$ cat config.mk
export PLATFORM = sky130hd
export DESIGN_NAME = lru_key_value_cache_unit
export DESIGN_NICKNAME = d
export VERILOG_FILES = /design/src/lruc_pkg.sv /design/src/lruc_scan.sv /design/src/lru_key_value_cache_unit.sv
export VERILOG_INCLUDE_DIRS = /design/src /design/src/src
export SDC_FILE = /design/constraint.sdc
export NUM_CORES = 1
export LEC_CHECK = 0
export BUFFER_PORTS_ARGS = -buffer_cell sky130_fd_sc_hd__buf_2
export CELL_PAD_IN_SITES_DETAIL_PLACEMENT = 1
export CELL_PAD_IN_SITES_GLOBAL_PLACEMENT = 2
export CORE_ASPECT_RATIO = 0.5
export CORE_MARGIN = 2
export CORE_UTILIZATION = 50
export DETAILED_ROUTE_END_ITERATION = 8
export HOLD_SLACK_MARGIN = 0.05
export PLACE_DENSITY = 0.87
export SYNTH_ARGS = -nofsm -noshare
export SYNTH_HDL_FRONTEND = slang
export SYNTH_SLANG_ARGS = --single-unit
$ cat constraint.sdc
create_clock -name clk -period 24 [get_ports clk]
set_clock_uncertainty 0.15 [all_clocks]
set_input_delay 2.4 -clock clk [delete_from_list [all_inputs] [get_ports clk]]
set_output_delay 2.4 -clock clk [all_outputs]
set_load 0.01 [all_outputs]
$ cat src/lru_key_value_cache_unit_macros.svh
// Assertion macros shared by the cache RTL
`ifndef LRU_KEY_VALUE_CACHE_UNIT_MACROS_SVH
`define LRU_KEY_VALUE_CACHE_UNIT_MACROS_SVH

// condition holds at every clock edge out of reset
`define LRUC_ASSERT_ALWAYS(label, cond, msg) \
    label: assert property (@(posedge clk) disable iff (!rst_n) (cond)) else $error(msg);

// consequent holds in the same cycle as the antecedent
`define LRUC_ASSERT_IMP(label, ante, cons, msg) \
    label: assert property (@(posedge clk) disable iff (!rst_n) (ante) |-> (cons)) else $error(msg);

// consequent holds in the cycle after the antecedent
`define LRUC_ASSERT_NEXT(label, ante, cons, msg) \
    label: assert property (@(posedge clk) disable iff (!rst_n) (ante) |=> (cons)) else $error(msg);

`endif

$ cat src/lruc_pkg.sv
// Types and constants shared by the LRU key-value cache
package lruc_pkg;

    localparam int ENTRIES   = 8;
    localparam int SLOT_W    = (ENTRIES > 1) ? $clog2(ENTRIES) : 1;
    localparam int OCC_W     = $clog2(ENTRIES + 1);
    localparam int CFG_W     = 4;
    localparam int CMP_W     = (CFG_W > OCC_W) ? CFG_W : OCC_W;
    localparam int KEY_W     = 32;
    localparam int VAL_W     = 32;

    typedef logic [SLOT_W-1:0] slot_t;
    typedef logic [SLOT_W-1:0] rank_t;
    typedef logic [OCC_W-1:0]  occ_t;
    typedef logic [CFG_W-1:0]  cfg_t;
    typedef logic [CMP_W-1:0]  cmp_t;
    typedef logic [KEY_W-1:0]  key_t;
    typedef logic [VAL_W-1:0]  val_t;

    localparam slot_t LAST_SLOT = slot_t'(ENTRIES - 1);
    localparam cfg_t  CAP_RESET = cfg_t'(8);

    typedef enum logic [1:0] {
        ST_IDLE,
        ST_SCAN,
        ST_UPDATE
    } state_t;

    localparam logic OP_GET = 1'b0;
    localparam logic OP_PUT = 1'b1;

    // Outcome of one pass over all slots
    typedef struct packed {
        logic  found;
        slot_t found_idx;
        rank_t found_rank;
        val_t  found_value;
        logic  lru_ok;
        slot_t lru_idx;
        rank_t lru_rank;
        key_t  lru_key;
        logic  free_ok;
        slot_t free_idx;
    } scan_res_t;

endpackage

$ cat src/lruc_scan.sv
// Shared compare unit: visits one slot a cycle while step is high, tracks match, LRU victim and free slot
module lruc_scan (
    input  logic               clk,
    input  logic               rst_n,
    input  logic               clear,
    input  logic               step,
    input  lruc_pkg::slot_t    idx,
    input  lruc_pkg::key_t     key,
    input  lruc_pkg::key_t     entry_key,
    input  lruc_pkg::val_t     entry_value,
    input  logic               entry_valid,
    input  lruc_pkg::rank_t    entry_rank,
    output lruc_pkg::scan_res_t res
);

    lruc_pkg::scan_res_t res_reg;
    lruc_pkg::scan_res_t res_next;

    always_comb
    begin
        res_next = res_reg;
        if (clear)
        begin
            res_next.found   = 1'b0;
            res_next.lru_ok  = 1'b0;
            res_next.free_ok = 1'b0;
        end
        else if (step)
        begin
            // keep the first match only
            if (entry_valid && (entry_key == key) && !res_reg.found)
            begin
                res_next.found       = 1'b1;
                res_next.found_idx   = idx;
                res_next.found_rank  = entry_rank;
                res_next.found_value = entry_value;
            end
            if (entry_valid && (!res_reg.lru_ok || (entry_rank > res_reg.lru_rank)))
            begin
                res_next.lru_ok   = 1'b1;
                res_next.lru_idx  = idx;
                res_next.lru_rank = entry_rank;
                res_next.lru_key  = entry_key;
            end
            if (!entry_valid && !res_reg.free_ok)
            begin
                res_next.free_ok  = 1'b1;
                res_next.free_idx = idx;
            end
        end
    end

    always_ff @(posedge clk or negedge rst_n)
    begin
        if (!rst_n)
        begin
            res_reg <= '0;
        end
        else
        begin
            res_reg <= res_next;
        end
    end

    assign res = res_reg;

endmodule

$ cat src/lru_key_value_cache_unit.sv
// LRU key-value cache: sequencer, slot storage and result registers
// The result strobe follows the start transfer after the scan of all slots and the update state.
// A new request is accepted only in idle, after the last one is done: the single compare unit
// visits one slot a cycle, then the update state applies the outcome.
// busy drops in the cycle the result is shown; the receiver cannot stall.
// Reset empties the cache and sets the capacity register to 8.
`include "lru_key_value_cache_unit_macros.svh"

module lru_key_value_cache_unit (
    input  logic                  clk,
    input  logic                  rst_n,
    input  logic                  start,
    output logic                  busy,
    input  logic                  opcode,
    input  lruc_pkg::key_t        key,
    input  lruc_pkg::val_t        write_value,
    input  logic                  cfg_valid,
    output logic                  cfg_ready,
    input  lruc_pkg::cfg_t        cfg_data,
    output logic                  result_valid,
    output logic                  hit,
    output lruc_pkg::val_t        read_value,
    output logic                  evicted,
    output lruc_pkg::key_t        evicted_key
);

    lruc_pkg::state_t state_reg;
    lruc_pkg::state_t state_next;
    lruc_pkg::slot_t  idx_reg;
    lruc_pkg::slot_t  idx_next;
    lruc_pkg::cfg_t   cap_reg;
    lruc_pkg::occ_t   occ_reg;
    lruc_pkg::occ_t   occ_next;

    logic             op_reg;
    lruc_pkg::key_t   key_reg;
    lruc_pkg::val_t   wval_reg;

    lruc_pkg::key_t   entry_key_reg   [lruc_pkg::ENTRIES];
    lruc_pkg::val_t   entry_value_reg [lruc_pkg::ENTRIES];
    logic [lruc_pkg::ENTRIES-1:0] valid_reg;
    logic [lruc_pkg::ENTRIES-1:0] valid_next;
    lruc_pkg::rank_t  rank_reg  [lruc_pkg::ENTRIES];
    lruc_pkg::rank_t  rank_next [lruc_pkg::ENTRIES];

    logic             key_we;
    logic             val_we;
    lruc_pkg::slot_t  wr_slot;

    logic             strobe_reg;
    logic             strobe_next;
    logic             hit_reg;
    logic             hit_next;
    lruc_pkg::val_t   rval_reg;
    lruc_pkg::val_t   rval_next;
    logic             evict_reg;
    logic             evict_next;
    lruc_pkg::key_t   ekey_reg;
    lruc_pkg::key_t   ekey_next;

    lruc_pkg::scan_res_t scan;
    lruc_pkg::cmp_t   cap_eff;
    logic             accept;
    logic             do_evict;

    assign accept    = start && (state_reg == lruc_pkg::ST_IDLE);
    assign busy      = (state_reg != lruc_pkg::ST_IDLE);
    assign cfg_ready = 1'b1;

    lruc_scan u_scan (
        .clk         (clk),
        .rst_n       (rst_n),
        .clear       (accept),
        .step        (state_reg == lruc_pkg::ST_SCAN),
        .idx         (idx_reg),
        .key         (key_reg),
        .entry_key   (entry_key_reg[idx_reg]),
        .entry_value (entry_value_reg[idx_reg]),
        .entry_valid (valid_reg[idx_reg]),
        .entry_rank  (rank_reg[idx_reg]),
        .res         (scan)
    );

    // clamp capacity to 1 .. ENTRIES
    always_comb
    begin
        if (cap_reg == '0)
        begin
            cap_eff = lruc_pkg::cmp_t'(1);
        end
        else if (lruc_pkg::cmp_t'(cap_reg) > lruc_pkg::cmp_t'(lruc_pkg::ENTRIES))
        begin
            cap_eff = lruc_pkg::cmp_t'(lruc_pkg::ENTRIES);
        end
        else
        begin
            cap_eff = lruc_pkg::cmp_t'(cap_reg);
        end
    end

    assign do_evict = (lruc_pkg::cmp_t'(occ_reg) >= cap_eff) && scan.lru_ok;

    // sequencer
    always_comb
    begin
        state_next = state_reg;
        idx_next   = idx_reg;
        unique case (state_reg)
            lruc_pkg::ST_IDLE:
            begin
                if (start)
                begin
                    state_next = lruc_pkg::ST_SCAN;
                    idx_next   = '0;
                end
            end
            lruc_pkg::ST_SCAN:
            begin
                if (idx_reg == lruc_pkg::LAST_SLOT)
                begin
                    state_next = lruc_pkg::ST_UPDATE;
                end
                else
                begin
                    idx_next = idx_reg + 1'b1;
                end
            end
            lruc_pkg::ST_UPDATE:
            begin
                state_next = lruc_pkg::ST_IDLE;
            end
            default:
            begin
                state_next = lruc_pkg::ST_IDLE;
            end
        endcase
    end

    // apply the outcome of the scan
    always_comb
    begin
        valid_next  = valid_reg;
        rank_next   = rank_reg;
        occ_next    = occ_reg;
        key_we      = 1'b0;
        val_we      = 1'b0;
        wr_slot     = scan.found_idx;
        strobe_next = 1'b0;
        hit_next    = hit_reg;
        rval_next   = rval_reg;
        evict_next  = evict_reg;
        ekey_next   = ekey_reg;
        if (state_reg == lruc_pkg::ST_UPDATE)
        begin
            strobe_next = 1'b1;
            hit_next    = 1'b0;
            rval_next   = '0;
            evict_next  = 1'b0;
            ekey_next   = '0;
            if (scan.found)
            begin
                hit_next = 1'b1;
                if (op_reg == lruc_pkg::OP_GET)
                begin
                    rval_next = scan.found_value;
                end
                else
                begin
                    val_we = 1'b1;
                end
                // promote: younger entries age by one
                for (int i = 0; i < lruc_pkg::ENTRIES; i++)
                begin
                    if (valid_reg[i] && (lruc_pkg::slot_t'(i) != scan.found_idx)
                        && (rank_reg[i] < scan.found_rank))
                    begin
                        rank_next[i] = rank_reg[i] + 1'b1;
                    end
                end
                rank_next[scan.found_idx] = '0;
            end
            else if ((op_reg == lruc_pkg::OP_PUT) && (do_evict || scan.free_ok))
            begin
                wr_slot = do_evict ? scan.lru_idx : scan.free_idx;
                key_we  = 1'b1;
                val_we  = 1'b1;
                if (do_evict)
                begin
                    evict_next = 1'b1;
                    ekey_next  = scan.lru_key;
                end
                else
                begin
                    occ_next = occ_reg + 1'b1;
                end
                for (int i = 0; i < lruc_pkg::ENTRIES; i++)
                begin
                    if (valid_reg[i])
                    begin
                        rank_next[i] = rank_reg[i] + 1'b1;
                    end
                end
                rank_next[wr_slot]  = '0;
                valid_next[wr_slot] = 1'b1;
            end
        end
    end

    always_ff @(posedge clk or negedge rst_n)
    begin
        if (!rst_n)
        begin
            state_reg  <= lruc_pkg::ST_IDLE;
            idx_reg    <= '0;
            cap_reg    <= lruc_pkg::CAP_RESET;
            occ_reg    <= '0;
            valid_reg  <= '0;
            strobe_reg <= 1'b0;
            for (int i = 0; i < lruc_pkg::ENTRIES; i++)
            begin
                rank_reg[i] <= '0;
            end
        end
        else
        begin
            state_reg  <= state_next;
            idx_reg    <= idx_next;
            occ_reg    <= occ_next;
            valid_reg  <= valid_next;
            strobe_reg <= strobe_next;
            rank_reg   <= rank_next;
            if (cfg_valid && cfg_ready)
            begin
                cap_reg <= cfg_data;
            end
        end
    end

    // payload: request, slot contents and result fields
    always_ff @(posedge clk)
    begin
        if (accept)
        begin
            op_reg   <= opcode;
            key_reg  <= key;
            wval_reg <= write_value;
        end
        if (key_we)
        begin
            entry_key_reg[wr_slot] <= key_reg;
        end
        if (val_we)
        begin
            entry_value_reg[wr_slot] <= wval_reg;
        end
        hit_reg   <= hit_next;
        rval_reg  <= rval_next;
        evict_reg <= evict_next;
        ekey_reg  <= ekey_next;
    end

    assign result_valid = strobe_reg;
    assign hit          = hit_reg;
    assign read_value   = rval_reg;
    assign evicted      = evict_reg;
    assign evicted_key  = ekey_reg;

    `LRUC_ASSERT_ALWAYS(a_occ_matches_valid, $countones(valid_reg) == occ_reg, "occupancy does not match valid slots")
    `LRUC_ASSERT_IMP(a_strobe_after_update, result_valid, $past(state_reg == lruc_pkg::ST_UPDATE), "result without update cycle")
    `LRUC_ASSERT_IMP(a_evict_not_hit, result_valid && evicted, !hit, "eviction reported on a hit")
    `LRUC_ASSERT_IMP(a_value_needs_hit, result_valid && (read_value != '0), hit, "read value without hit")
    `LRUC_ASSERT_NEXT(a_busy_after_start, start && !busy, busy, "start transfer did not raise busy")

endmodule
==> results.md <==
- Root Driver: clkbuf_16
- RSZ-0062 raised after global routing: no
- Number of global-route vias before repair: 17,395
- Layout Area Growth over Synthesis: 13.5%
- Clock sinks: 771
- Longest Clk Path Bufs: 3
- Mapped Nets: 1,770
- FF+latch count, synth: 771
- Cell Area, Synth: 30,700 sq um
- WP data required: 24,330 ps
- # DRC: 0
- First-pass GRT wire length: 110,000 um
- Detail Placement HPWL: 41,400 um
- CTS Hold Buffers Added: 0
- Gpl congestion: 0.829
- Latest clock arrival within the worst-skew pair: 620 ps
- Fin area: 34,800 sq um
- Routed WL per cell: 26.9 um
- Crit Path Class: reg -> reg
- Largest area contributor in the netlist: edfxtp_1
- Core area: 60,900 sq um
- Height of the die: 179 um
- Hold Slack: 329 ps
- H-tree Lvls: 3
- CTS tree: yes
- Cell Rows: 64
- Worst path arrival time: 5410 ps
- Antenna violations before repair: 1
- TritonRoute pass-1 iters: 5
- Cell chain of the critical path: buf_4, mux4_2, mux2i_1, xnor2_1, nor4_1, nand4_1, nor3_4, buf_4, mux2_2
- First DRT Iteration DRCs: 1,402
- Synth top area cells: edfxtp_1 (63%), dfrtp_1 (10%), mux4_2 (9.4%)
- Antenna Cells: 0
- # fillers: 5,413
- Leak: 0.0124 uW
- Crit share post-route: 21.2%
- WL final: 72,800 um
- Total GRT Usage: 23.6%
- Largest net degree at the start of global routing: 73
- Crit-path max FO: 61
- Mean Syn Cell Area: 18.4 sq um
- PD cells: 99.7 nW/um^2
- Fin Setup TNS: 0 ps
- Async SR Flop Fraction: 16.6%
- Crit-path most repeated cell: buf_4
- CP max-delay cell: dfrtp_4
- Crit path largest cell delay: 1160 ps
- Setup bufs post-CTS: 0
- Post-synthesis cell count: 1,663
- GR Overflow Total: 0
- I/O Buffers: 140
- Cell Area, Placed: 32,400 sq um
- Setup Viol. Count Final: 0
- Type of the tightest min-delay check: reg -> reg
- Max-Cap Viols: 0
- Least-Margin Pin Slew: 1110 ps
- Clock transition at path regs: 60 ps
- Slew Viols, Final: 0
- Main flop type after synthesis: edfxtp_1
- Non-filler cells, final: 2,709
- Max VDD drop: 0.0681 mV
- Most frequent cells in the layout: edfxtp_1 (643), buf_2 (139), mux4_2 (128), dfrtp_1 (124), nand2_1 (90)
- Number of synthesized flops with an enable pin: 643
- Synth cell types: 66
- Synth top area share: 62.9%
- Top-Level Pins: 142
- Die area: 63,500 sq um
- Final ANT Viol Nets: 0
- Total number of vias: 15,983
- YS warnings: 0
- Share of layout cells above drive strength 1: 28.1%
- # nets final: 1,935
- Placed Instances: 2,583
- Max Clk Rate: 0.197 GHz
- Hold Violations, Final: 0
- Die width: 354 um
- Min Tclk post-route: 5080 ps
- Commonest non-fill, non-tap cell in the layout: edfxtp_1
- Sequential area share after synthesis: 73.4%
- Post-CTS Resized: 0
- TritonCTS Buffers: 68
- Startpoint Class: register
- Initial Util: 50.4%
- Vias/cell: 5.90
- Setup crit end kind: register
- Status: completed
- Final core utilization: 57.2%
- Headroom to the max-slew limit: 26.2%
## power by group
group / switching, uW / internal, uW / leakage, uW
Clock: 494 / 695 / 0.00116
Combinational: 326 / 320 / 0.00355
Sequential: 111 / 1530 / 0.00765
Total: 931 / 2540 / 0.0124
## stage by stage
step	total power, uW	setup slack, ps
floorplan	2130	16130
global placement	2290	19090
detailed placement	2320	18940
CTS	3510	18900
global route	3600	18600
finish	3470	18920
## cells in the mapped netlist, drive strengths merged (8+ instances only)
library cell / n
edfxtp: 643
mux2i: 44
nor4: 8
nand2: 90
nor2: 42
dfrtp: 127
xnor2: 31
o22ai: 9
a21oi: 22
a22o: 11
nand2b: 9
clkbuf: 39
o21ai: 70
buf: 36
inv: 29
and2: 76
a31oi: 9
o311ai: 10
ha: 34
mux2: 89
nand3: 14
mux4: 128
## per-layer routing
layer	GRT usage, %	wire (um)
met1	30.7	30400
met2	41.8	37400
met3	3.51	3340
met4	6.81	1600
met5	0	0
## cells by family after synthesis
family / after synthesis / synth area share, %
other cells: 1 / 0.0122
flops: 771 / 73.4
xor+xnor: 35 / 0.999
simple gates: 282 / 4.81
fa+ha+maj: 34 / 1.39
buf+inv: 104 / 1.59
compound gates: 175 / 3.61
mux: 261 / 14.2
## final cells by class
type | count | area (sq um) | share of cell area, %
multi-input cells | 788 | 7810 | 22.4
flip-flops and latches | 771 | 22500 | 64.7
clock buffers | 92 | 1910 | 5.50
clock inverters | 34 | 500 | 1.44
repair buffers | 170 | 932 | 2.68
inverters | 29 | 110 | 0.316
well taps | 825 | 1030 | 2.96
## critical path: cells and delay by family (launching register included)
kind	cells	cell delay (ps)
multiplexers	3	1060
AND/OR/NAND/NOR	3	990
buffers and inverters	2	1380
flip-flops	1	1160
XOR/XNOR	1	100
## worst paths after layout
kind | start | to | slack [ps] | cells past startpoint
setup / recovery | idx_reg[2]$_DFFE_PN0P_ | u_scan.res[69]$_DFFE_PN0P_ | 18920 | 9
hold / removal | u_scan.res[22]$_DFFE_PN0P_ | u_scan.res[22]$_DFFE_PN0P_ | 330 | 2
setup reg to reg | idx_reg[2]$_DFFE_PN0P_ | u_scan.res[69]$_DFFE_PN0P_ | 18920 | 9
hold reg to reg | u_scan.res[22]$_DFFE_PN0P_ | u_scan.res[22]$_DFFE_PN0P_ | 330 | 2
max in group asynchronous | rst_n | idx_reg[2]$_DFFE_PN0P_ | 20370 | 2
min in group asynchronous | rst_n | u_scan.res[72]$_DFFE_PN0P_ | 1690 | 1
No activity file was read; power rests on OpenSTA's default activity.
